## src/hdl/wnm_pkg.sv

```systemverilog
// Shared constants and types for the wildcard name matcher.
package wnm_pkg;

  // Pattern positions tracked; one more state bit than positions.
  localparam int PATTERN_MAX = 32;
  localparam int NPOS        = PATTERN_MAX + 1;
  localparam int LEN_W       = $clog2(PATTERN_MAX + 1);

  // Character slots held in registers: four words of eight bytes.
  localparam int CHAR_SLOTS  = 32;
  localparam int WORD_W      = 64;
  localparam int CFG_IDX_W   = 3;
  localparam int LENGTH_W    = 6;

  // Register indexes.
  localparam logic [CFG_IDX_W-1:0] REG_LENGTH  = 3'd0;
  localparam logic [CFG_IDX_W-1:0] REG_CHARS_A = 3'd1;
  localparam logic [CFG_IDX_W-1:0] REG_CHARS_B = 3'd2;
  localparam logic [CFG_IDX_W-1:0] REG_CHARS_C = 3'd3;
  localparam logic [CFG_IDX_W-1:0] REG_CHARS_D = 3'd4;

  // Wildcard characters.
  localparam logic [7:0] CHAR_ANY = 8'h3F; // '?'
  localparam logic [7:0] CHAR_RUN = 8'h2A; // '*'

  typedef logic [NPOS-1:0] positions_t;

  // Pattern as configured: length field and characters, slot 0 lowest.
  typedef struct packed {
    logic [LENGTH_W-1:0]          length;
    logic [CHAR_SLOTS-1:0][7:0]   chars;
  } pattern_t;

endpackage

```

## src/hdl/wnm_step.sv

```systemverilog
// Position-set update for one name character against the pattern.
module wnm_step (
  input  wnm_pkg::pattern_t   pattern,
  input  wnm_pkg::positions_t active,
  input  logic [7:0]          name_char,
  output wnm_pkg::positions_t active_next,
  output logic                match
);
  import wnm_pkg::*;

  logic [LEN_W-1:0]       len_sat;
  logic [PATTERN_MAX-1:0] nonzero;
  logic [PATTERN_MAX-1:0] in_use;
  logic [PATTERN_MAX-1:0] low_mask;
  logic [7:0]             pat_byte [PATTERN_MAX];
  positions_t             end_pos;

  // Saturate the length field to the position count.
  always_comb begin
    if (int'(pattern.length) > PATTERN_MAX) begin
      len_sat = LEN_W'(PATTERN_MAX);
    end else begin
      len_sat = LEN_W'(pattern.length);
    end
  end

  // Fetch pattern bytes; slots past the registers read as zero.
  always_comb begin
    for (int i = 0; i < PATTERN_MAX; i++) begin
      if (i < CHAR_SLOTS) begin
        pat_byte[i] = pattern.chars[i % CHAR_SLOTS];
      end else begin
        pat_byte[i] = 8'h00;
      end
      nonzero[i] = (pat_byte[i] != 8'h00);
    end
  end

  // Mark positions in use: below the length and before the first zero byte.
  always_comb begin
    for (int i = 0; i < PATTERN_MAX; i++) begin
      low_mask  = {PATTERN_MAX{1'b1}} >> (PATTERN_MAX - 1 - i);
      in_use[i] = (i < int'(len_sat)) && (&(nonzero | ~low_mask));
    end
  end

  // Advance each position; a run already entered keeps absorbing.
  always_comb begin
    active_next[0] = 1'b0;
    for (int i = 0; i < PATTERN_MAX; i++) begin
      active_next[i+1] = in_use[i] &&
        ((active[i] && (pat_byte[i] == CHAR_RUN || pat_byte[i] == CHAR_ANY ||
                        pat_byte[i] == name_char)) ||
         (pat_byte[i] == CHAR_RUN && active[i+1]));
    end
  end

  // Locate the effective pattern end and test the position there.
  always_comb begin
    end_pos[0] = !in_use[0];
    for (int k = 1; k < PATTERN_MAX; k++) begin
      end_pos[k] = in_use[k-1] && !in_use[k];
    end
    end_pos[PATTERN_MAX] = in_use[PATTERN_MAX-1];
    match = end_pos[0] || (|(end_pos[NPOS-1:1] & active_next[NPOS-1:1]));
  end

endmodule

```

## src/hdl/wildcard_name_matcher.sv

```systemverilog
// Flow: an accepted character is registered in the input stage, then its result in the result register.
// Throughput: one character per cycle while results are taken; the position set updates on each advance.
// A stalled result blocks input once the input register holds a beat (in_ready follows out_ready).
// Reset: pattern registers clear to an empty pattern (match everything), the position set
// returns to position zero only, and both pipeline stages empty.
module wildcard_name_matcher (
  input  logic                             clk,
  input  logic                             rst,
  input  logic                             in_valid,
  output logic                             in_ready,
  input  logic [7:0]                       name_char,
  input  logic                             name_end,
  output logic                             out_valid,
  input  logic                             out_ready,
  output logic                             matches_res,
  output logic                             name_done,
  input  logic                             cfg_we,
  input  logic [wnm_pkg::CFG_IDX_W-1:0]    cfg_index,
  input  logic [wnm_pkg::WORD_W-1:0]       cfg_data
);
  import wnm_pkg::*;

  logic [LENGTH_W-1:0] pattern_length;
  logic [WORD_W-1:0]   pattern_words [4];
  pattern_t            pattern;

  logic                s1_valid;
  logic [7:0]          s1_char;
  logic                s1_end;
  logic                s1_advance;

  positions_t          active;
  positions_t          active_next;
  logic                step_match;

  // Write configuration registers.
  always_ff @(posedge clk) begin
    if (rst) begin
      pattern_length   <= '0;
      pattern_words[0] <= '0;
      pattern_words[1] <= '0;
      pattern_words[2] <= '0;
      pattern_words[3] <= '0;
    end else if (cfg_we) begin
      case (cfg_index)
        REG_LENGTH:  pattern_length   <= cfg_data[LENGTH_W-1:0];
        REG_CHARS_A: pattern_words[0] <= cfg_data;
        REG_CHARS_B: pattern_words[1] <= cfg_data;
        REG_CHARS_C: pattern_words[2] <= cfg_data;
        REG_CHARS_D: pattern_words[3] <= cfg_data;
        default: ;
      endcase
    end
  end

  assign pattern.length = pattern_length;
  assign pattern.chars  = {pattern_words[3], pattern_words[2],
                           pattern_words[1], pattern_words[0]};

  // Pipeline flow: the input stage moves when the result register is free.
  assign s1_advance = s1_valid && (!out_valid || out_ready);
  assign in_ready   = !s1_valid || s1_advance;

  // Capture the input beat.
  always_ff @(posedge clk) begin
    if (rst) begin
      s1_valid <= 1'b0;
    end else if (in_ready) begin
      s1_valid <= in_valid;
    end
  end

  always_ff @(posedge clk) begin
    if (in_valid && in_ready) begin
      s1_char <= name_char;
      s1_end  <= name_end;
    end
  end

  wnm_step u_step (
    .pattern     (pattern),
    .active      (active),
    .name_char   (s1_char),
    .active_next (active_next),
    .match       (step_match)
  );

  // Update the position set; drop back to the start after the last character.
  always_ff @(posedge clk) begin
    if (rst) begin
      active <= NPOS'(1);
    end else if (s1_advance) begin
      if (s1_end) begin
        active <= NPOS'(1);
      end else begin
        active <= active_next;
      end
    end
  end

  // Hold the result beat until taken.
  always_ff @(posedge clk) begin
    if (rst) begin
      out_valid <= 1'b0;
    end else if (s1_advance) begin
      out_valid <= 1'b1;
    end else if (out_ready) begin
      out_valid <= 1'b0;
    end
  end

  always_ff @(posedge clk) begin
    if (s1_advance) begin
      matches_res <= step_match;
      name_done   <= s1_end;
    end
  end

endmodule

```

## config.mk

```make
export PLATFORM = sky130hd
export DESIGN_NAME = wildcard_name_matcher
export DESIGN_NICKNAME = d
export VERILOG_FILES = /design/src/hdl/wnm_pkg.sv /design/src/hdl/wnm_step.sv /design/src/hdl/wildcard_name_matcher.sv
export SDC_FILE = /design/constraint.sdc
export NUM_CORES = 1
export LEC_CHECK = 0
export BUFFER_PORTS_ARGS = -buffer_cell sky130_fd_sc_hd__buf_2
export CORE_ASPECT_RATIO = 0.8
export CORE_MARGIN = 8
export CORE_UTILIZATION = 65
export CTS_CLUSTER_SIZE = 16
export DETAILED_ROUTE_END_ITERATION = 7
export PLACE_DENSITY_LB_ADDON = 0.3
export SYNTH_ARGS = -nofsm -noshare
export SYNTH_HDL_FRONTEND = slang
export SYNTH_SLANG_ARGS = --single-unit
```

## constraint.sdc

```tcl
create_clock -name clk -period 9.3 [get_ports clk]
set_input_delay 0 -clock clk [delete_from_list [all_inputs] [get_ports clk]]
set_output_delay 0 -clock clk [all_outputs]
set_load 0.02 [all_outputs]
```

==> results.sh, run 1 <==
export IMPL_layout_nets=1772
export IMPL_rows=52
export IMPL_fin_crit_sh_pct=33.68
export IMPL_avgSynthCellArea_um2=10.77
export IMPL_place_congestion=1.003
export IMPL_clock_skew_ns=0.01267
export IMPL_critical_path_max_fanout=6
export IMPL_drc_errors=0
export IMPL_drv_slew=0
export IMPL_yosysUniqueCellTypes=60
export IMPL_cts_root_buffer="clkbuf_16"
export IMPL_maxCapViolations=0
export IMPL_die_h_um=159.5
export IMPL_grt_pass1_wl_mm=73.92
export IMPL_hold_viol=0
export IMPL_dr_pass1_iters=7
export IMPL_drive_gt1_share_pct=9.579
export IMPL_diodes=0
export IMPL_max_freq_ghz=0.3193
export IMPL_clk_pin_slew_ns=0.06
export IMPL_rsz0062_at_grt="false"
export IMPL_num_vias=13216
export IMPL_required_ns=9.61
export IMPL_place_port_buffers=84
export IMPL_vdd_drop_max_uv=144.2
export IMPL_drtAntennaViolNets=0
export IMPL_min_period_ns=3.132
export IMPL_cts_hold_buffers=78
export IMPL_crit_top_cell="nor3_1"
export IMPL_wl_per_cell_um=23.61
export IMPL_place_hpwl_mm=31.17
export IMPL_fill_cells=1665
export IMPL_synth_edf_count=267
export IMPL_antenna_found_initial=1
export IMPL_outcome="completed"
export IMPL_max_slew_margin_pct=4.474
export IMPL_areaGrowthSynthToFinish_pct=14.33
export IMPL_arrival_ns=3.44
export IMPL_cts_sinks=308
export IMPL_netlist_area_um2=16720
export IMPL_start_util_pct=66.07
export IMPL_grt_max_degree=65
export IMPL_drt_total_wl_mm=48.06
export IMPL_setup_viol=0
export IMPL_track_usage_pct=30.19
export IMPL_numCtsBuffers=30
export IMPL_worstSetupStartpointType="flop"
export IMPL_cts_buffer_depth=3
export IMPL_max_stage_delay_ns=0.79
export IMPL_synth_ff_type="edfxtp_1"
export IMPL_drt_iter0_drc=1561
export IMPL_p_total_w=0.003211
export IMPL_num_io_pins=85
export IMPL_path_cells="nor3_1 > nand2_1 > o21ai_0 > a211o_1 > nor3_1 > mux2_2 > nor4_1 > nand4_1"
export IMPL_p_leak_nw=6.717
export IMPL_synth_net_count=1634
export IMPL_whs_ns=0.06225
export IMPL_grt_pass1_vias=13010
export IMPL_cp_end_kind="flop"
export IMPL_fp_dieW_um=195.3
export IMPL_htreeDepth=1
export IMPL_cts_tree="yes"
export IMPL_dieArea_um2=31140
export IMPL_crit_type="flop to flop"
export IMPL_synth_seq_cells=308
export IMPL_crit_slowest_cell="o21ai_0"
export IMPL_setup_tns_ns=0
export IMPL_clk_latency_ns=0.58
export IMPL_async_flop_share_pct=0
export IMPL_yosys_warnings=0
export IMPL_ys_seq_area_share_pct=52.86
export IMPL_gr_total_overflow=0
export IMPL_coreArea_um2=25310
export IMPL_vias_per_cell=6.491
export IMPL_min_path_type="input pin to flop"
export IMPL_worstMarginPinSlew_ns=1.422
export IMPL_fin_util_pct=75.53
export IMPL_postCtsSetupRepairBufs=0
export IMPL_power_density_nw_per_um2=168.0
export IMPL_synth_cells=1553
export IMPL_cts_resized=0
==> registers in the layout (all words and copies together), names as in the netlist <==
name            cells
s1_end              1
name_done           1
active             33
pattern_words     256
matches_res         1
s1_char             8
out_valid           1
pattern_length      6
s1_valid            1
==> placed cells by master, fill, tap and decap left out, drive strengths merged, types with 3 or more instances in the layout <==
master,n
nand4,49
nand2,60
buf,101
o22ai,4
bufinv,4
nor3,89
a21oi,62
nor4,55
dfxtp,41
clkbuf,35
a31oi,15
a211oi,3
o21ai,49
a211o,3
nand3,40
nand2b,9
or3,4
o21a,5
nor2,94
a22oi,7
o21bai,7
and3,50
inv,3
and2,260
a2111oi,3
nor2b,3
clkinvlp,3
a21boi,3
dlygate4sd3,78
o211ai,3
mux2i,8
xnor2,117
xor2,139
clkinv,11
edfxtp,267
==> stage by stage <==
stage | setup WS (ns) | area (um2) | cells
2_1_floorplan | 5.518 | 16720 | 1553
3_3_place_gp | 6.318 | 17370 | 1905
3_5_place_dp | 6.307 | 17370 | 1905
4_1_cts | 6.304 | 19120 | 2036
5_1_grt | 6.072 | 19120 | 2036
6_report | 6.168 | 19120 | 2036
==> metal layers <==
layer  track usage, %  routed length (um)  vias up  share of wire, %
met5                0                  13        -             0.027
met4            10.80                1608        2               3.3
met3            6.358                5271      144                11
met2            46.61               21520      789                45
li1                 -                   -     5868                 -
met1            41.73               19650     6413                41
==> cells by family after synthesis <==
logic type      share of synthesized area (%)
compound gates                          6.480
buf+inv                                 2.252
mux                                    0.5463
xor+xnor                                13.41
simple gates                            24.45
flops                                   52.86
==> layout make-up <==
cell class	count	area (um2)	area share [%]
clock buffers	35	769.5	4.025
clock inverters	18	198.9	1.041
inverters	3	11.26	0.05890
multi-input cells	1169	7565	39.57
flip-flops and latches	308	8838	46.23
well taps	324	405.4	2.121
repair buffers	179	1329	6.951
==> synth_stat cells (all sizes together), types with 3 or more instances <==
library cell | count | share of area, %
a2111oi | 3 | 0.16
a211o | 3 | 0.16
a211oi | 3 | 0.13
a21boi | 3 | 0.13
a21oi | 62 | 1.9
a22oi | 7 | 0.31
a31oi | 15 | 0.56
and2 | 260 | 9.7
and3 | 50 | 2.0
buf | 36 | 1.4
clkbuf | 37 | 0.83
dfxtp | 41 | 4.9
edfxtp | 267 | 48
inv | 3 | 0.067
mux2i | 8 | 0.48
nand2 | 60 | 1.4
nand2b | 9 | 0.34
nand3 | 40 | 1.3
nand4 | 49 | 1.9
nor2 | 94 | 2.1
nor2b | 3 | 0.11
nor3 | 89 | 2.8
nor4 | 55 | 2.1
o211ai | 3 | 0.13
o21a | 5 | 0.22
o21ai | 49 | 1.5
o21bai | 7 | 0.34
o22ai | 4 | 0.15
or3 | 4 | 0.15
xnor2 | 117 | 6.1
xor2 | 139 | 7.3
==> power breakdown <==
group	leakage, nW	switching, W	internal, W
Combinational	3.35	0.000187	0.000135
Clock	0.460	0.000521	0.000699
Sequential	2.91	0.0000824	0.00159
Total	6.72	0.000790	0.00242
==> worst max-delay path, delay by kind of cell, from the launching register on <==
kind | cells | cell delay (ns)
compound gates | 2 | 1.17
flops | 1 | 0.44
mux | 1 | 0.30
simple gates | 5 | 0.96
==> worst paths after layout <==
path / startpoint / to / slack, ns / depth (start not counted)
max: pattern_words[0][56] / matches_res / 6.17 / 8
min: cfg_index[0] / pattern_length[1] / 0.06 / 4
max reg2reg: pattern_words[0][56] / matches_res / 6.17 / 8
min reg2reg: active[32] / active[32] / 0.47 / 2
No activity file was read; power rests on OpenSTA's default activity.
==> run 2, diff against run 1 <==
- ABC_AREA: not set -> 1
- CORE_UTILIZATION: 65 -> 56
- clock period: 9.3 -> 2.8 ns (I/O delays scaled with it)
==> results.sh, run 2 <==
export IMPL_dieArea_um2=37640
export IMPL_placed_area_um2=18710
export IMPL_die_h_um=175.1
export IMPL_areaGrowthSynthToFinish_pct=16.06
export IMPL_required_ns=3.08
export IMPL_final_cell_mix="564 x nor2_1, 480 x nand2_1, 267 x edfxtp_1"
export IMPL_clk_pin_slew_ns=0.06
export IMPL_crit_type="flop to flop"
export IMPL_fp_dieW_um=214.9
export IMPL_async_flop_share_pct=0
export IMPL_avgSynthCellArea_um2=7.985
export IMPL_track_usage_pct=29.60
export IMPL_yosysMostFrequentCell="nor2_1"
export IMPL_fin_area_um2=20570
export IMPL_setup_viol=0
export IMPL_synth_edf_count=267
export IMPL_largest_reg_flops=256
export IMPL_place_port_buffers=84
export IMPL_seq_area_um2=8838
export IMPL_max_slew_margin_pct=44.04
export IMPL_coreArea_um2=31280
export IMPL_antenna_found_initial=0
export IMPL_wl_per_cell_um=20.18
export IMPL_critical_path_max_fanout=17
export IMPL_vdd_drop_max_uv=540.6
export IMPL_rows=58
export IMPL_htreeDepth=2
export IMPL_synth_area_leaders="edfxtp_1 45%, nor2_1 12%, nand2_1 10%"
export IMPL_regMostFlops="pattern_words"
export IMPL_synth_ff_type="edfxtp_1"
export IMPL_dr_pass1_iters=7
export IMPL_netlist_area_um2=17730
export IMPL_crit_family="simple AND/OR/NAND/NOR gates"
export IMPL_cts_root_buffer="clkbuf_16"
export IMPL_drv_slew=0
export IMPL_max_stage_delay_ns=0.68
export IMPL_drt_total_wl_mm=56.94
export IMPL_min_period_ns=2.545
export IMPL_yosysUniqueCellTypes=39
export IMPL_diodes=0
export IMPL_synth_top_area_share_pct=45.23
export IMPL_top_regs="pattern_words x256, active x33, s1_char x8"
export IMPL_synth_cells=2220
export IMPL_fin_crit_sh_pct=90.88
export IMPL_layout_commonest_cell="nor2_1"
export IMPL_p_total_w=0.01149
export IMPL_num_vias=16118
export IMPL_cts_resized=0
export IMPL_place_congestion=1.021
export IMPL_cts_sinks=308
export IMPL_ys_seq_area_share_pct=49.86
export IMPL_grt_max_degree=65
export IMPL_cts_buffer_depth=3
export IMPL_start_util_pct=56.68
export IMPL_path_buf_inv=1
export IMPL_clk_latency_ns=0.53
export IMPL_synth_net_count=2301
export IMPL_vias_per_cell=5.712
export IMPL_grt_pass1_vias=15612
export IMPL_drive_gt1_share_pct=9.242
export IMPL_worstMarginPinSlew_ns=0.8393
export IMPL_arrival_ns=2.82
export IMPL_synth_area_leader_cell="edfxtp_1"
export IMPL_drt_iter0_drc=1943
export IMPL_drc_errors=0
export IMPL_maxCapViolations=0
export IMPL_p_leak_nw=8.427
export IMPL_synth_common_cells="565 x nor2_1, 481 x nand2_1, 267 x edfxtp_1, 197 x inv_1, 143 x xnor2_1"
export IMPL_rsz0062_at_grt="false"
export IMPL_outcome="completed"
export IMPL_grt_pass1_wl_mm=86.97
export IMPL_numCtsBuffers=34
export IMPL_whs_ns=0.1324
export IMPL_clock_skew_ns=0.02492
export IMPL_layout_nets=2460
export IMPL_fill_cells=2522
export IMPL_max_freq_ghz=0.3930
export IMPL_hold_viol=0
export IMPL_cp_end_kind="flop"
export IMPL_cts_tree="yes"
export IMPL_crit_top_cell="nand2_1"
export IMPL_num_io_pins=85
export IMPL_multi_input_comb_area_um2=7717
export IMPL_path_cells="inv_2 > or2_2 > nand4_1 > nor2_1 > nand2_1 > nand2_1 > nand2_1 > nand2_1 > nand3_1 > nand2_1 > nor2_1 > nand2_1 > nor2_1 > nand2_1"
export IMPL_place_hpwl_mm=38.64
export IMPL_yosys_warnings=0
export IMPL_crit_slowest_cell="edfxtp_1"
export IMPL_synth_seq_cells=308
export IMPL_min_path_type="input pin to flop"
export IMPL_power_density_nw_per_um2=558.3
export IMPL_drtAntennaViolNets=0
export IMPL_gr_total_overflow=0
export IMPL_worstSetupStartpointType="flop"
[run 2: final timing paths]
path	depth (start not counted)	from	slack (ns)	end
max	14	s1_char[0]	0.26	matches_res
min	4	cfg_index[2]	0.13	pattern_length[5]
max reg2reg	14	s1_char[0]	0.26	matches_res
min reg2reg	2	active[25]	0.49	active[25]
[run 2: per-layer routing]
| metal | global-route usage, % | part of all wire (%) | vias up |
|---|---|---|---|
| met1 | 39.79 | 40 | 7454 |
| met3 | 4.476 | 10 | 186 |
| li1 | - | - | 7561 |
| met5 | 0 | 0 | - |
| met2 | 47.75 | 45 | 917 |
| met4 | 11.95 | 4.2 | 0 |
[run 2: kinds of logic after synthesis]
kind of cell | Yosys count | share of synthesized area [%]
AO/OA/AOI/OAI | 172 | 5.350
buffers and inverters | 289 | 6.868
flip-flops | 308 | 49.86
AND/OR/NAND/NOR | 1306 | 30.76
XOR/XNOR | 145 | 7.164
[run 2: metrics by stage]
stage | instances | setup TNS [ns] | setup WS [ns] | utilization (%)
after floorplan | 2220 | -164.60 | -0.8577 | -
after global placement | 2687 | 0 | 0.3741 | 59.81
after detailed placement | 2687 | 0 | 0.3405 | 59.81
after CTS | 2822 | 0 | 0.3191 | 65.78
after global routing | 2822 | 0 | 0.08467 | 65.78
final | 2822 | 0 | 0.2555 | 65.78
[run 2: final cells by class]
| class | count | area share, % |
|---|---|---|
| Sequential cell | 308 | 42.96 |
| Multi-Input combinational cell | 1623 | 37.51 |
| Tap cell | 420 | 2.554 |
| Inverter | 216 | 3.941 |
| Timing Repair Buffer | 196 | 7.663 |
| Clock inverter | 16 | 0.9183 |
| Clock buffer | 43 | 4.452 |
[run 2: tightest hold or removal path, delay by kind of cell]
family                 cells  cell delay [ns]
and+or+nand+nor            2             0.38
AOI/OAI and AO/OA          1             0.11
buffers and inverters      1             0.11
[run 2: repair_timing]
item                       CTS  global route
hold buffers                76             0
buffers inserted             0             0
setup endpoints to repair    0             0
hold endpoints to repair   274             0
[run 2: power breakdown]
group,internal (W),leakage (nW),switching (W)
Sequential,0.00527,2.91,0.000278
Clock,0.00269,0.544,0.00184
Combinational,0.000534,4.97,0.000872
Total,0.00850,8.43,0.00299
==> run 3, diff against run 2 <==
- REMOVE_ABC_BUFFERS: not set -> 1
==> results.sh, run 3 (same netlist as run 2, synthesis figures left out) <==
export IMPL_num_io_pins=85
export IMPL_arrival_ns=2.78
export IMPL_drt_met1_wl_mm=23.08
export IMPL_max_slew_margin_pct=39.87
export IMPL_max_stage_delay_ns=0.53
export IMPL_cts_resized=0
export IMPL_p_leak_nw=8.380
export IMPL_htreeDepth=1
export IMPL_rsz0062_at_grt="false"
export IMPL_drt_iter0_drc=2055
export IMPL_swShare_pct=25.94
export IMPL_regMostFlops="pattern_words"
export IMPL_cts_tree="yes"
export IMPL_vias_per_cell=5.796
export IMPL_die_h_um=175.1
export IMPL_path_cells="inv_1 > buf_4 > nand2_1 > nand2_1 > nor2_1 > nand3_1 > nor2_1 > nor2_1 > nor2_1 > nand3_1 > nand2_1 > inv_1 > nand2_1 > nor2_1 > nand2_1 > nor2_1 > nand2_1"
export IMPL_crit_slowest_cell="inv_1"
export IMPL_p_total_w=0.01130
export IMPL_p_switching_w=0.002931
export IMPL_maxCapViolations=0
export IMPL_grt_max_degree=65
export IMPL_fin_area_um2=20490
export IMPL_wl_per_cell_um=20.78
export IMPL_cts_root_buffer="clkbuf_16"
export IMPL_dr_pass1_iters=8
export IMPL_final_cell_mix="564 x nor2_1, 480 x nand2_1, 267 x edfxtp_1"
export IMPL_hold_viol=0
export IMPL_fp_dieW_um=214.9
export IMPL_place_ws_ns=0.4441
export IMPL_whs_path_depth=3
export IMPL_crit_type="flop to flop"
export IMPL_critical_path_max_fanout=15
export IMPL_setup_viol=0
export IMPL_violations="design-rule violations"
export IMPL_final_cells=2822
export IMPL_clk_latency_ns=0.58
export IMPL_combPwrFrac_pct=12.6
export IMPL_clk_pin_slew_ns=0.07
export IMPL_antenna_found_initial=2
export IMPL_layout_nets=2459
export IMPL_place_port_buffers=84
export IMPL_top_regs="pattern_words x256, active x33, s1_char x8"
export IMPL_max_freq_ghz=0.4094
export IMPL_p_int_w=0.008371
export IMPL_areaGrowthSynthToFinish_pct=15.58
export IMPL_highest_layer="met4"
export IMPL_drt_total_wl_mm=58.64
export IMPL_placed_area_um2=18660
export IMPL_power_density_nw_per_um2=551.6
export IMPL_cp_end_kind="flop"
export IMPL_numPlacedInstances=2685
export IMPL_worstSetupStartpointType="flop"
export IMPL_worstMarginPinSlew_ns=0.9020
export IMPL_fin_ws_ns=0.3575
export IMPL_numCtsBuffers=31
export IMPL_num_vias=16356
export IMPL_grt_pass1_vias=15821
export IMPL_start_util_pct=56.68
export IMPL_vdd_drop_max_uv=528.9
export IMPL_place_congestion=1.040
export IMPL_cts_buffer_depth=3
export IMPL_pwr_share_seq_pct=49.1
export IMPL_rows=58
export IMPL_cts_sinks=308
export IMPL_drc_errors=1
export IMPL_drtAntennaViolNets=0
export IMPL_min_period_ns=2.442
export IMPL_postCtsSetupRepairBufs=0
export IMPL_route_met2_wl_mm=26.99
export IMPL_gr_total_overflow=0
export IMPL_drive_gt1_share_pct=8.875
export IMPL_largest_reg_flops=256
export IMPL_fill_cells=2573
export IMPL_min_path_type="input pin to flop"
export IMPL_track_usage_pct=30.43
export IMPL_layout_commonest_cell="nor2_1"
export IMPL_met3WireLength_mm=6.539
export IMPL_place_hpwl_mm=40.66
export IMPL_dieArea_um2=37640
export IMPL_clock_skew_ns=0.02037
export IMPL_drv_slew=0
export IMPL_outcome="finished with violations"
export IMPL_grt_pass1_wl_mm=89.46
export IMPL_ff2ff_path_depth=17
export IMPL_fin_crit_sh_pct=87.23
export IMPL_pwr_share_clk_pct=38.3
export IMPL_coreArea_um2=31280
export IMPL_required_ns=3.13
run 3: layer usage:
layer,up-vias,GRT usage (%)
met5,-,0
met4,0,10.24
met3,163,5.391
met2,971,49.97
met1,7684,40.42
li1,7538,-
run 3: worst paths after layout:
check,slack [ns],startpoint,to
max,0.36,s1_char[2],matches_res
min reg2reg,0.47,active[32],active[32]
max reg2reg,0.36,s1_char[2],matches_res
min,0.05,cfg_index[0],pattern_words[1][39]
run 3: layout make-up:
cell class                      instances  area (um2)  share of cell area [%]
Inverter                              216       810.8                   3.957
Clock buffer                           39       805.8                   3.933
Clock inverter                         16       222.7                   1.087
Multi-Input combinational cell       1623        7717                   37.66
Sequential cell                       308        8838                   43.14
Timing Repair Buffer                  198        1564                   7.633
Antenna cell                            2       5.005                 0.02443
Tap cell                              420       525.5                   2.565
run 3: metrics by stage:
stage                     utilization [%]  hold slack [ns]  setup TNS [ns]
final                               65.51          0.05320               0
after global routing                65.51          0.05141               0
after CTS                           65.49          0.03575               0
after detailed placement            59.64           0.1801               0
after global placement              59.64           0.1788               0
after floorplan                         -          0.06907         -545.26
run 3: timing repair:
item	in CTS	in global routing
hold buffers	80	0
hold endpoints to repair	321	0
endpoints found under the setup margin	0	0
run 3: power groups by stage:
| stage | sequential (W) | clock [W] | combinational, W |
|---|---|---|---|
| after floorplan | 0.00563 | 0 | 0.000798 |
| after global placement | 0.00562 | 0 | 0.00127 |
| after detailed placement | 0.00563 | 0 | 0.00130 |
| after CTS | 0.00554 | 0.00436 | 0.00139 |
| after global routing | 0.00558 | 0.00451 | 0.00155 |
| final | 0.00555 | 0.00433 | 0.00142 |
run 3: critical path, delay by kind of cell (launching register included):
kind	cells	cell delay [ns]
and+or+nand+nor	14	0.94
buffers and inverters	3	0.84
DFF	1	0.39
